$ cat config.mk
export PLATFORM = sky130hd
export DESIGN_NAME = two_hand_press_controller_top
export DESIGN_NICKNAME = d
export VERILOG_FILES = /design/src/thp_pkg.sv /design/src/thp_cfg_regs.sv /design/src/thp_core.sv /design/src/two_hand_press_controller_top.sv
export SDC_FILE = /design/constraint.sdc
export NUM_CORES = 1
export LEC_CHECK = 0
export ABC_AREA = 1
export BUFFER_PORTS_ARGS = -buffer_cell sky130_fd_sc_hd__buf_2
export CAP_MARGIN = 30
export CORE_AREA = 2 2 150 152
export CTS_BUF_LIST = sky130_fd_sc_hd__clkbuf_4
export DETAILED_ROUTE_END_ITERATION = 12
export DIE_AREA = 0 0 152 154
export GPL_TIMING_DRIVEN = 0
export SLEW_MARGIN = 10
export SYNTH_ARGS = -nofsm -noshare
export SYNTH_HDL_FRONTEND = slang
export SYNTH_SLANG_ARGS = --single-unit
$ cat constraint.sdc
create_clock -name aclk -period 7.27 [get_ports aclk]
set_input_delay 0 -clock aclk [delete_from_list [all_inputs] [get_ports aclk]]
set_output_delay 0 -clock aclk [all_outputs]
set_load 0.01 [all_outputs]
$ cat src/thp_pkg.sv
// Shared types, register map and constants for the two-hand press controller.
package thp_pkg;

    // Phase timer width and its saturation value
    localparam int TIMER_WIDTH = 16;
    localparam logic [TIMER_WIDTH-1:0] TIMER_MAX = {TIMER_WIDTH{1'b1}};
    // Width used when comparing the timer against a limit register
    localparam int CMP_W = (TIMER_WIDTH > 16) ? TIMER_WIDTH : 16;

    // Configuration bus geometry
    localparam int ADDR_W = 5;
    localparam int DATA_W = 32;
    localparam int INDEX_W = 3;

    // Register indexes
    localparam logic [INDEX_W-1:0] REG_WINDOW_TICKS   = 3'd0;
    localparam logic [INDEX_W-1:0] REG_RUN_TICKS      = 3'd1;
    localparam logic [INDEX_W-1:0] REG_RELEASE_TICKS  = 3'd2;
    localparam logic [INDEX_W-1:0] REG_BUZZER_PERIOD  = 3'd3;
    localparam logic [INDEX_W-1:0] REG_ALARM_ON       = 3'd4;
    localparam logic [INDEX_W-1:0] REG_ALARM_CYCLE    = 3'd5;

    // Register reset values
    localparam logic [15:0] RST_WINDOW_TICKS  = 16'd2500;
    localparam logic [15:0] RST_RUN_TICKS     = 16'd50000;
    localparam logic [7:0]  RST_RELEASE_TICKS = 8'd120;
    localparam logic [7:0]  RST_BUZZER_PERIOD = 8'd2;
    localparam logic [11:0] RST_ALARM_ON      = 12'd1000;
    localparam logic [11:0] RST_ALARM_CYCLE   = 12'd2000;

    // Controller phase, also the value reported on the result beat
    typedef enum logic [2:0] {
        PH_WAIT_RELEASE = 3'd0,
        PH_WAIT_PRESS   = 3'd1,
        PH_WINDOW       = 3'd2,
        PH_RUNNING      = 3'd3,
        PH_ALARM        = 3'd4
    } phase_t;

    // Configuration seen by the core
    typedef struct packed {
        logic [15:0] window_ticks;
        logic [15:0] run_ticks;
        logic [7:0]  release_ticks;
        logic [7:0]  buzzer_period_ticks;
        logic [11:0] alarm_on_events;
        logic [11:0] alarm_cycle_events;
    } cfg_t;

endpackage

$ cat src/thp_cfg_regs.sv
// APB-style configuration register file for the two-hand press controller.
module thp_cfg_regs (
    input  logic                       aclk,
    input  logic                       aresetn,
    input  logic                       psel,
    input  logic                       penable,
    input  logic                       pwrite,
    input  logic [thp_pkg::ADDR_W-1:0] paddr,
    input  logic [thp_pkg::DATA_W-1:0] pwdata,
    output logic [thp_pkg::DATA_W-1:0] prdata,
    output logic                       pready,
    output thp_pkg::cfg_t              cfg
);
    import thp_pkg::*;

    cfg_t               cfg_reg;
    logic [INDEX_W-1:0] index;
    logic               wr_en;

    assign pready = 1'b1;
    assign index  = paddr[ADDR_W-1:2];
    assign wr_en  = psel && penable && pwrite && pready;
    assign cfg    = cfg_reg;

    // Write the addressed register on the access cycle
    always_ff @(posedge aclk) begin
        if (!aresetn) begin
            cfg_reg.window_ticks        <= RST_WINDOW_TICKS;
            cfg_reg.run_ticks           <= RST_RUN_TICKS;
            cfg_reg.release_ticks       <= RST_RELEASE_TICKS;
            cfg_reg.buzzer_period_ticks <= RST_BUZZER_PERIOD;
            cfg_reg.alarm_on_events     <= RST_ALARM_ON;
            cfg_reg.alarm_cycle_events  <= RST_ALARM_CYCLE;
        end else if (wr_en) begin
            unique case (index)
                REG_WINDOW_TICKS:  cfg_reg.window_ticks        <= pwdata[15:0];
                REG_RUN_TICKS:     cfg_reg.run_ticks           <= pwdata[15:0];
                REG_RELEASE_TICKS: cfg_reg.release_ticks       <= pwdata[7:0];
                REG_BUZZER_PERIOD: cfg_reg.buzzer_period_ticks <= pwdata[7:0];
                REG_ALARM_ON:      cfg_reg.alarm_on_events     <= pwdata[11:0];
                REG_ALARM_CYCLE:   cfg_reg.alarm_cycle_events  <= pwdata[11:0];
                default: ;
            endcase
        end
    end

    // Read back the addressed register
    always_comb begin
        unique case (index)
            REG_WINDOW_TICKS:  prdata = DATA_W'(cfg_reg.window_ticks);
            REG_RUN_TICKS:     prdata = DATA_W'(cfg_reg.run_ticks);
            REG_RELEASE_TICKS: prdata = DATA_W'(cfg_reg.release_ticks);
            REG_BUZZER_PERIOD: prdata = DATA_W'(cfg_reg.buzzer_period_ticks);
            REG_ALARM_ON:      prdata = DATA_W'(cfg_reg.alarm_on_events);
            REG_ALARM_CYCLE:   prdata = DATA_W'(cfg_reg.alarm_cycle_events);
            default:           prdata = '0;
        endcase
    end

endmodule

$ cat src/thp_core.sv
// Input register, phase logic and result register of the two-hand press controller.
module thp_core (
    input  logic          aclk,
    input  logic          aresetn,
    input  thp_pkg::cfg_t cfg,
    input  logic          s_tvalid,
    output logic          s_tready,
    input  logic [7:0]    s_tdata,   // [0] first_button, [1] second_button, [2] emergency_button
    output logic          m_tvalid,
    input  logic          m_tready,
    output logic [7:0]    m_tdata    // [0] motor_on, [1] buzzer_on, [4:2] phase
);
    import thp_pkg::*;

    // Input stage
    logic                   in_valid_reg;
    logic [2:0]             in_btn_reg;
    // Controller state
    phase_t                 phase_reg,  phase_next;
    logic [TIMER_WIDTH-1:0] timer_reg,  timer_next;
    logic [11:0]            events_reg, events_next;
    logic [7:0]             pre_reg,    pre_next;
    logic                   level_reg,  level_next;
    // Result stage
    logic                   out_valid_reg;
    logic [7:0]             out_data_reg;

    logic                   advance;
    logic                   b1, b2, em, any_btn;
    logic [TIMER_WIDTH-1:0] tmr_base, tmr_inc;
    logic [15:0]            limit;
    logic                   expire;
    logic [7:0]             pre_inc;
    logic [11:0]            ev_base;

    // Move the input beat into the result stage when that stage is free
    assign advance  = in_valid_reg && (!out_valid_reg || m_tready);
    assign s_tready = !in_valid_reg || advance;
    assign m_tvalid = out_valid_reg;
    assign m_tdata  = out_data_reg;

    assign b1      = in_btn_reg[0];
    assign b2      = in_btn_reg[1];
    assign em      = in_btn_reg[2];
    assign any_btn = b1 || b2;

    // Timer increment with saturation; the first press starts the window from zero
    assign tmr_base = (phase_reg == PH_WAIT_PRESS) ? '0 : timer_reg;
    assign tmr_inc  = (tmr_base != TIMER_MAX) ? tmr_base + 1'b1 : tmr_base;

    // Pick the limit that applies to this phase
    always_comb begin
        case (phase_reg)
            PH_RUNNING: limit = cfg.run_ticks;
            PH_ALARM:   limit = 16'(cfg.release_ticks);
            default:    limit = cfg.window_ticks;
        endcase
    end

    assign expire  = (CMP_W'(tmr_inc) >= CMP_W'(limit)) || (tmr_inc == TIMER_MAX);
    assign pre_inc = pre_reg + 8'd1;
    assign ev_base = (events_reg == cfg.alarm_cycle_events) ? 12'd0 : events_reg;

    // Next state for one tick
    always_comb begin
        phase_next  = phase_reg;
        timer_next  = timer_reg;
        events_next = events_reg;
        pre_next    = pre_reg;
        level_next  = level_reg;
        unique case (phase_reg)
            PH_WAIT_PRESS, PH_WINDOW: begin
                if (phase_reg == PH_WINDOW || any_btn) begin
                    if (b1 && b2) begin
                        phase_next = PH_RUNNING;
                        timer_next = '0;
                    end else if (expire) begin
                        timer_next = '0;
                        if (any_btn) begin
                            phase_next  = PH_ALARM;
                            events_next = '0;
                            pre_next    = '0;
                            level_next  = 1'b0;
                        end else begin
                            phase_next = PH_WAIT_RELEASE;
                        end
                    end else begin
                        phase_next = PH_WINDOW;
                        timer_next = tmr_inc;
                    end
                end
            end
            PH_RUNNING: begin
                if (em || expire) begin
                    timer_next = '0;
                    if (any_btn) begin
                        phase_next  = PH_ALARM;
                        events_next = '0;
                        pre_next    = '0;
                        level_next  = 1'b0;
                    end else begin
                        phase_next = PH_WAIT_RELEASE;
                    end
                end else begin
                    timer_next = tmr_inc;
                end
            end
            PH_ALARM: begin
                // Buzzer prescaler and event counter
                pre_next = pre_inc;
                if (pre_inc >= cfg.buzzer_period_ticks) begin
                    pre_next    = '0;
                    level_next  = (events_reg < cfg.alarm_on_events) ? !level_reg : 1'b0;
                    events_next = ev_base + 12'd1;
                end
                // Release detection
                if (any_btn) begin
                    timer_next = '0;
                end else if (expire) begin
                    phase_next = PH_WAIT_RELEASE;
                    timer_next = '0;
                    level_next = 1'b0;
                end else begin
                    timer_next = tmr_inc;
                end
            end
            default: begin
                phase_next = any_btn ? PH_WAIT_RELEASE : PH_WAIT_PRESS;
            end
        endcase
    end

    // Hold the input beat until it moves on
    always_ff @(posedge aclk) begin
        if (!aresetn) begin
            in_valid_reg <= 1'b0;
        end else if (s_tready) begin
            in_valid_reg <= s_tvalid;
        end
    end

    always_ff @(posedge aclk) begin
        if (s_tready && s_tvalid) begin
            in_btn_reg <= s_tdata[2:0];
        end
    end

    // Advance controller state once per tick
    always_ff @(posedge aclk) begin
        if (!aresetn) begin
            phase_reg  <= PH_WAIT_RELEASE;
            timer_reg  <= '0;
            events_reg <= '0;
            pre_reg    <= '0;
            level_reg  <= 1'b0;
        end else if (advance) begin
            phase_reg  <= phase_next;
            timer_reg  <= timer_next;
            events_reg <= events_next;
            pre_reg    <= pre_next;
            level_reg  <= level_next;
        end
    end

    // Result beat
    always_ff @(posedge aclk) begin
        if (!aresetn) begin
            out_valid_reg <= 1'b0;
        end else if (advance) begin
            out_valid_reg <= 1'b1;
        end else if (m_tready) begin
            out_valid_reg <= 1'b0;
        end
    end

    always_ff @(posedge aclk) begin
        if (advance) begin
            out_data_reg <= {3'b000, phase_next,
                             (phase_next == PH_ALARM) && level_next,
                             (phase_next == PH_RUNNING)};
        end
    end

endmodule

$ cat src/two_hand_press_controller_top.sv
// An accepted tick beat passes through the input register, then the result register.
// Throughput: one tick per cycle while m_tready is high; the input register and
// the result register each hold a beat, so input is taken while a result waits.
// Reset: synchronous active-low aresetn clears the phase to wait-release,
// timers and buzzer state to zero and loads the register defaults.
module two_hand_press_controller_top (
    input  logic                       aclk,
    input  logic                       aresetn,
    input  logic                       s_tvalid,
    output logic                       s_tready,
    input  logic [7:0]                 s_tdata,   // [0] first_button, [1] second_button,
                                                  // [2] emergency_button
    output logic                       m_tvalid,
    input  logic                       m_tready,
    output logic [7:0]                 m_tdata,   // [0] motor_on, [1] buzzer_on, [4:2] phase
    input  logic                       psel,
    input  logic                       penable,
    input  logic                       pwrite,
    input  logic [thp_pkg::ADDR_W-1:0] paddr,
    input  logic [thp_pkg::DATA_W-1:0] pwdata,
    output logic [thp_pkg::DATA_W-1:0] prdata,
    output logic                       pready
);
    import thp_pkg::*;

    cfg_t cfg;

    // Configuration registers
    thp_cfg_regs u_cfg_regs (
        .aclk    (aclk),
        .aresetn (aresetn),
        .psel    (psel),
        .penable (penable),
        .pwrite  (pwrite),
        .paddr   (paddr),
        .pwdata  (pwdata),
        .prdata  (prdata),
        .pready  (pready),
        .cfg     (cfg)
    );

    // Controller datapath
    thp_core u_core (
        .aclk     (aclk),
        .aresetn  (aresetn),
        .cfg      (cfg),
        .s_tvalid (s_tvalid),
        .s_tready (s_tready),
        .s_tdata  (s_tdata),
        .m_tvalid (m_tvalid),
        .m_tready (m_tready),
        .m_tdata  (m_tdata)
    );

endmodule
### Word-level counts from Yosys, hierarchy flattened

Index checks and enable logic that the tools add are counted.

* add/sub/neg operators: 3
* order comparisons: 3
* equal/unequal tests: 19
* mux-type cells: 46
* reductions and logical operators: 28

Operators by type and width (number)
* $mux 16: 7
* $pmux 16 s6: 1
* $mux 12: 7
* $mux 8: 6
* $pmux 16 s3: 1
* $pmux 12 s3: 1
* $pmux 16 s2: 1
* $pmux 8 s3: 1
* $mux 3: 7
* $add 16x1->16 const B: 1
* $eq 16x16->1 const B: 1
* $ge 16x16->1: 1
* $ne 16x16->1 const B: 1
* $eq 3x2->1 const B: 5
* $add 12x1->12 const B: 1
* $eq 12x12->1: 1
* $eq 3x3->1 const B: 4
* $lt 12x12->1: 1
* $mux 1: 12
* $reduce_and 2->1: 6
* $pmux 3 s3: 1
* $add 8x1->8 const B: 1
* $ge 8x8->1: 1
* $ne 2x1->1 const B: 4
* other kinds (13): 26

* bits in registers: 122
* input port bits: 52
* logic and storage cells: 114

### Longest topological paths before layout

* depth in word-level cells: 12
* mapped depth: 35
* gate-level depth less buffers: 31

### By module

Synthesis repeated with hierarchy kept, for this count alone.

* cell total of the unflattened synthesis: 1266
* area total of the unflattened synthesis: 8441.8 µm²

By module, submodules not included
* thp_core: instances 1, cells an instance 698, area an instance 4618.2 µm²
* thp_cfg_regs: instances 1, cells an instance 568, area an instance 3823.7 µm²

### Least setup slack after synthesis

Ideal clock, no wire load.

* path kind: register to register
* start: register u_core.phase_reg[1]
* end: register u_core.events_reg[10]
* data arrival time: 3.860 ns
* data required time: 7.206 ns
* path slack: 3.346 ns
* cell stages (with the launch flop): 35
* path buffers: 5
* clock period less this slack: 3.924 ns
* cells stage by stage: dfxtp_1 inv_2 nand3_4 buf_6 buf_6 buf_6 nand2_1 inv_1 ha_1 nand2_1 inv_1 nand3_2 nor2_2 nand2_2 inv_2 nand2_4 buf_6 nand2_1 ha_1 nand2_1 inv_1 o21ai_0 a21oi_1 nor2_1 nand2_1 a31oi_1 nand4_2 nand2_4 inv_2 nand2_2 nor2_4 buf_4 nand2_1 nand2_1 nor2_1

* longest elaborated chain between the ends: 9

RTL lines
* start: declaration: line thp_core.sv:19 `phase_t phase_reg, phase_next;`
* start signal: assignment: line thp_core.sv:157 `phase_reg <= phase_next;`
* $eq 3x1->1: line thp_core.sv:48, thp_core.sv:71
* $mux 16: line thp_core.sv:48 `assign tmr_base = (phase_reg == PH_WAIT_PRESS) ? '0 : timer_reg;`
* $add 16x1->16 or $ne 16x16->1 (tied branches): line thp_core.sv:49 `assign tmr_inc = (tmr_base != TIMER_MAX) ? tmr_base + 1'b1 : tmr_base;`
* $mux 16: line thp_core.sv:49
* $ge 16x16->1 or $eq 16x16->1 (tied branches): line thp_core.sv:60 `assign expire = (CMP_W'(tmr_inc) >= CMP_W'(limit)) || (tmr_inc == TIMER_MAX);`
* $logic_or 1x1->1: line thp_core.sv:60
* $logic_or 1x1->1: line thp_core.sv:94 `if (em || expire) begin`
* $ne 2x1->1 (no source line)
* $reduce_and 7->1 (no source line)
* end signal: assignment: line thp_core.sv:159 `events_reg <= events_next;`
* end: declaration: line thp_core.sv:21 `logic [11:0] events_reg, events_next;`

Several ways; a longest one is shown, not always the timed one.
A chain may end at the register's enable or synchronous reset.

### Worst setup path after layout

* start: register u_core.phase_reg[1]
* end: register u_core.timer_reg[8]

* longest elaborated chain between the ends: 10

RTL lines
* $eq 3x1->1: line thp_core.sv:48, thp_core.sv:71
* $mux 16: line thp_core.sv:48
* $add 16x1->16 or $ne 16x16->1 (tied branches): line thp_core.sv:49
* $mux 16: line thp_core.sv:49
* $ge 16x16->1 or $eq 16x16->1 (tied branches): line thp_core.sv:60
* $logic_or 1x1->1: line thp_core.sv:60
* $mux 16: line thp_core.sv:77, thp_core.sv:119
* $mux 16: line thp_core.sv:74 `if (b1 && b2) begin`
* $mux 16: line thp_core.sv:73 `if (phase_reg == PH_WINDOW || any_btn) begin`
* $pmux 16 s3: line thp_core.sv:71 `unique case (phase_reg)`
* end signal: assignment: line thp_core.sv:158 `timer_reg <= timer_next;`
* end: declaration: line thp_core.sv:20 `logic [TIMER_WIDTH-1:0] timer_reg, timer_next;`

Several ways; a longest one is shown, not always the timed one. The select of a mux whose other input is x is not followed.

==> results.json <==
{
  "cpMaxStageDelayCell": "a31oi_1",
  "fmax_ghz": 0.207,
  "cts_buffer_depth": 2,
  "synth_top_family_by_area": "simple AND/OR/NAND/NOR gates",
  "min_period_ns": 4.84,
  "async_reset_ff_share_pct": 0,
  "rsz0062_at_grt": "false",
  "syn_area_per_cell_um2": 6.90,
  "drtAntennaViolNets": 0,
  "synth.distinct_cells": 46,
  "yosysWarnings": 0,
  "worstHoldStart": "paddr[4]",
  "reg2reg_slack_ns": 2.43,
  "path_clk_slew_ns": 0.11,
  "hold_viol": 0,
  "vias_per_cell": 5.08,
  "fin_util_pct": 39.8,
  "r2r_cells": 30,
  "cts_root_buf": "clkbuf_4",
  "start_kind": "flip-flop",
  "cts_tree": "yes",
  "path_common_cell": "nand2_1",
  "p_leak_nw": 4.01,
  "design.die.area_um2": 23400,
  "finalSetupViolCount": 0,
  "muxShareOfSynthArea_pct": 0,
  "worst_hold_path_type": "primary input to flip-flop",
  "gp_congestion": 0.901,
  "max-vdd-ir-drop_mv": 0.0786,
  "timing_worst_setup_path_type": "flip-flop to flip-flop",
  "cp_max_fo": 10,
  "hold_depth": 7,
  "dp_hpwl_um": 17700,
  "reg2reg_from": "u_core.phase_reg[1]$_SDFFE_PN0P_",
  "grt_max_degree": 17,
  "row_count": 54,
  "highest_layer": "met4",
  "status": "completed",
  "largest_register_ffs": 72,
  "finalCritPeriodShare_pct": 66.6,
  "netlist_area_um2": 7500,
  "grt_pass1_wl_um": 36900,
  "drive_gt1_share_pct": 11.6,
  "final_nets": 1291,
  "maxCapViolCount": 0,
  "synthesis.instances": 1088,
  "clk_latency_ns": 0.57,
  "yosys.area_share.simple_pct": 29.3,
  "clock-sinks": 122,
  "drcViolationCount": 0,
  "synth_top_flop_cell": "dfxtp_1",
  "portBuffers": 50,
  "setup_tns_ns": 0,
  "synth_edf_count": 8,
  "yosysSeqAreaShare_pct": 33.6,
  "area_growth_pct": 15.1,
  "power.density_nw_per_um2": 150,
  "dr.pass1.iters": 7,
  "cp.required_ns": 7.75,
  "cts_buffers": 17,
  "drt_iter0_drc": 509,
  "slew_headroom_pct": 34.3,
  "routed-wl-met2_um": 10900,
  "worst_slew_pin_slew_ns": 0.979,
  "worst_slack_ns": 2.43,
  "rr_endpoint": "u_core.timer_reg[8]$_SDFFE_PN0P_",
  "slowest_delay_ns": 0.43,
  "route.vias.total": 7580,
  "core-area_um2": 21700,
  "cts_resized": 0,
  "timing.clock.skew_ns": 0.0223,
  "yosys_register_bits": 122,
  "grt_remaining_overflow": 0,
  "drt-total-wl_um": 23200,
  "dieHeight_um": 154,
  "grt_pass1_vias": 7126,
  "cts_setup_buffers": 0,
  "antenna_found_initial": 1,
  "wl_met1_um": 10300,
  "holdPathEnd": "u_cfg_regs.cfg[0]$_SDFFE_PN0P_",
  "synth_compound_area_share_pct": 16.7,
  "synthXorXnorAreaFrac_pct": 2.68,
  "met3_length_um": 1500,
  "end_kind": "flip-flop",
  "slew_violations": 0,
  "ios": 95,
  "initial_core_util_pct": 34.6,
  "pre_cts_slack_ns": 2.52,
  "grt_usage_pct": 19.8,
  "synthAdderAreaFrac_pct": 6.34,
  "wl_per_cell_um": 15.5,
  "ctsHtreeMaxLevel": 4,
  "die_w_um": 152,
  "cp.arrival_ns": 5.32
}
==> layer usage <==
layer	up-vias	track usage, %
met5	-	0
met4	0	5.65
met3	39	3.95
met2	224	33.8
met1	3486	25.4
li1	3831	-
==> metrics by stage <==
stage                     cell area (um^2)  power (mW)  hold slack (ns)  std cells
after floorplan                       7570       0.834           0.0989       1106
after global placement                8170       0.900            0.189       1436
after detailed placement              8170       0.902            0.184       1436
after CTS                             8630        1.30           0.0645       1491
after global routing                  8640        1.36            0.125       1492
final                                 8640        1.30            0.110       1492
==> logic make-up after synthesis <==
| kind of cell | Yosys count |
|---|---|
| compound gates | 218 |
| fa+ha+maj | 38 |
| flops | 122 |
| simple gates | 491 |
| other cells | 2 |
| buf+inv | 194 |
| xor+xnor | 23 |
==> timing repair <==
item / in CTS / in global routing
hold buffers: 26 / 0
hold endpoints to repair: 83 / 0
endpoints found under the setup margin: 0 / 0
==> critical path: cells and delay by family (launching register included) <==
kind	cells	cell delay (ns)
compound gates	4	0.80
fa+ha+maj	2	0.51
buf+inv	10	1.24
flops	1	0.38
simple gates	14	1.85
==> cell usage after synthesis (10+ instances only) <==
cell | number | area share, %
o211ai_1 | 12 | 1.2
inv_1 | 124 | 6.2
nand3_1 | 73 | 4.9
a22oi_1 | 10 | 1.0
a21oi_1 | 88 | 5.9
buf_4 | 22 | 2.2
xor2_1 | 18 | 2.1
nor2_1 | 99 | 5.0
o21ai_0 | 68 | 4.5
nand4_1 | 29 | 2.4
dfxtp_1 | 114 | 30
ha_1 | 38 | 6.3
clkbuf_1 | 28 | 1.4
nor3_1 | 14 | 0.93
o22ai_1 | 13 | 1.1
nand2_1 | 237 | 12
==> where the power goes <==
part	leakage, nW	internal, mW	switching [mW]	total [mW]
combinational	2.89	0.0693	0.129	0.198
sequential	0.999	0.689	0.0122	0.701
clock	0.121	0.148	0.250	0.398
total	4.01	0.906	0.391	1.30
==> cell type report <==
| class | count | area (um^2) |
|---|---|---|
| diodes | 1 | 2.50 |
| flip-flops and latches | 122 | 2520 |
| repair buffers | 76 | 510 |
| clock buffers | 23 | 173 |
| clock inverters | 6 | 30.0 |
| well taps | 280 | 350 |
| plain buffers | 60 | 348 |
| fillers | 2332 | 13100 |
| inverters | 134 | 503 |
| multi-input cells | 790 | 4200 |
==> worst max-delay path by stage <==
stage / startpoint / cells after the start / to
floorplan: u_core.phase_reg[1]$_SDFFE_PN0P_ / 34 / u_core.events_reg[10]$_SDFFE_PN0P_
global placement: u_core.phase_reg[1]$_SDFFE_PN0P_ / 30 / u_core.timer_reg[15]$_SDFFE_PN0P_
detailed placement: u_core.phase_reg[1]$_SDFFE_PN0P_ / 30 / u_core.timer_reg[12]$_SDFFE_PN0P_
CTS: u_core.phase_reg[1]$_SDFFE_PN0P_ / 30 / u_core.timer_reg[8]$_SDFFE_PN0P_
global route: u_core.phase_reg[2]$_SDFFE_PN0P_ / 30 / u_core.timer_reg[8]$_SDFFE_PN0P_
finish: u_core.phase_reg[1]$_SDFFE_PN0P_ / 30 / u_core.timer_reg[8]$_SDFFE_PN0P_
==> layout by cell type (no fill, tap or decap), types with 4 or more instances in the layout <==
master | Yosys | layout
clkbuf_4 | 0 | 23
clkbuf_1 | 28 | 28
buf_6 | 5 | 5
clkinv_1 | 3 | 5
nor3_1 | 14 | 14
a22oi_1 | 10 | 10
nand4_1 | 29 | 29
dfxtp_1 | 114 | 114
edfxtp_1 | 8 | 8
xor2_1 | 18 | 18
buf_4 | 22 | 22
xnor2_1 | 5 | 5
buf_2 | 2 | 52
nand2_1 | 237 | 237
nor2_2 | 7 | 7
o211ai_1 | 12 | 12
conb_1 | 2 | 20
ha_1 | 38 | 38
o21ai_0 | 68 | 68
a21oi_1 | 88 | 88
a22o_1 | 4 | 4
o22ai_1 | 13 | 13
inv_2 | 7 | 7
a221oi_1 | 8 | 8
nor2_1 | 99 | 99
nand2_2 | 7 | 7
nand3_1 | 73 | 73
nand3b_1 | 7 | 7
o2111ai_1 | 6 | 6
inv_1 | 124 | 124
dlygate4sd3_1 | 0 | 26
No activity file was read; power rests on OpenSTA's default activity.
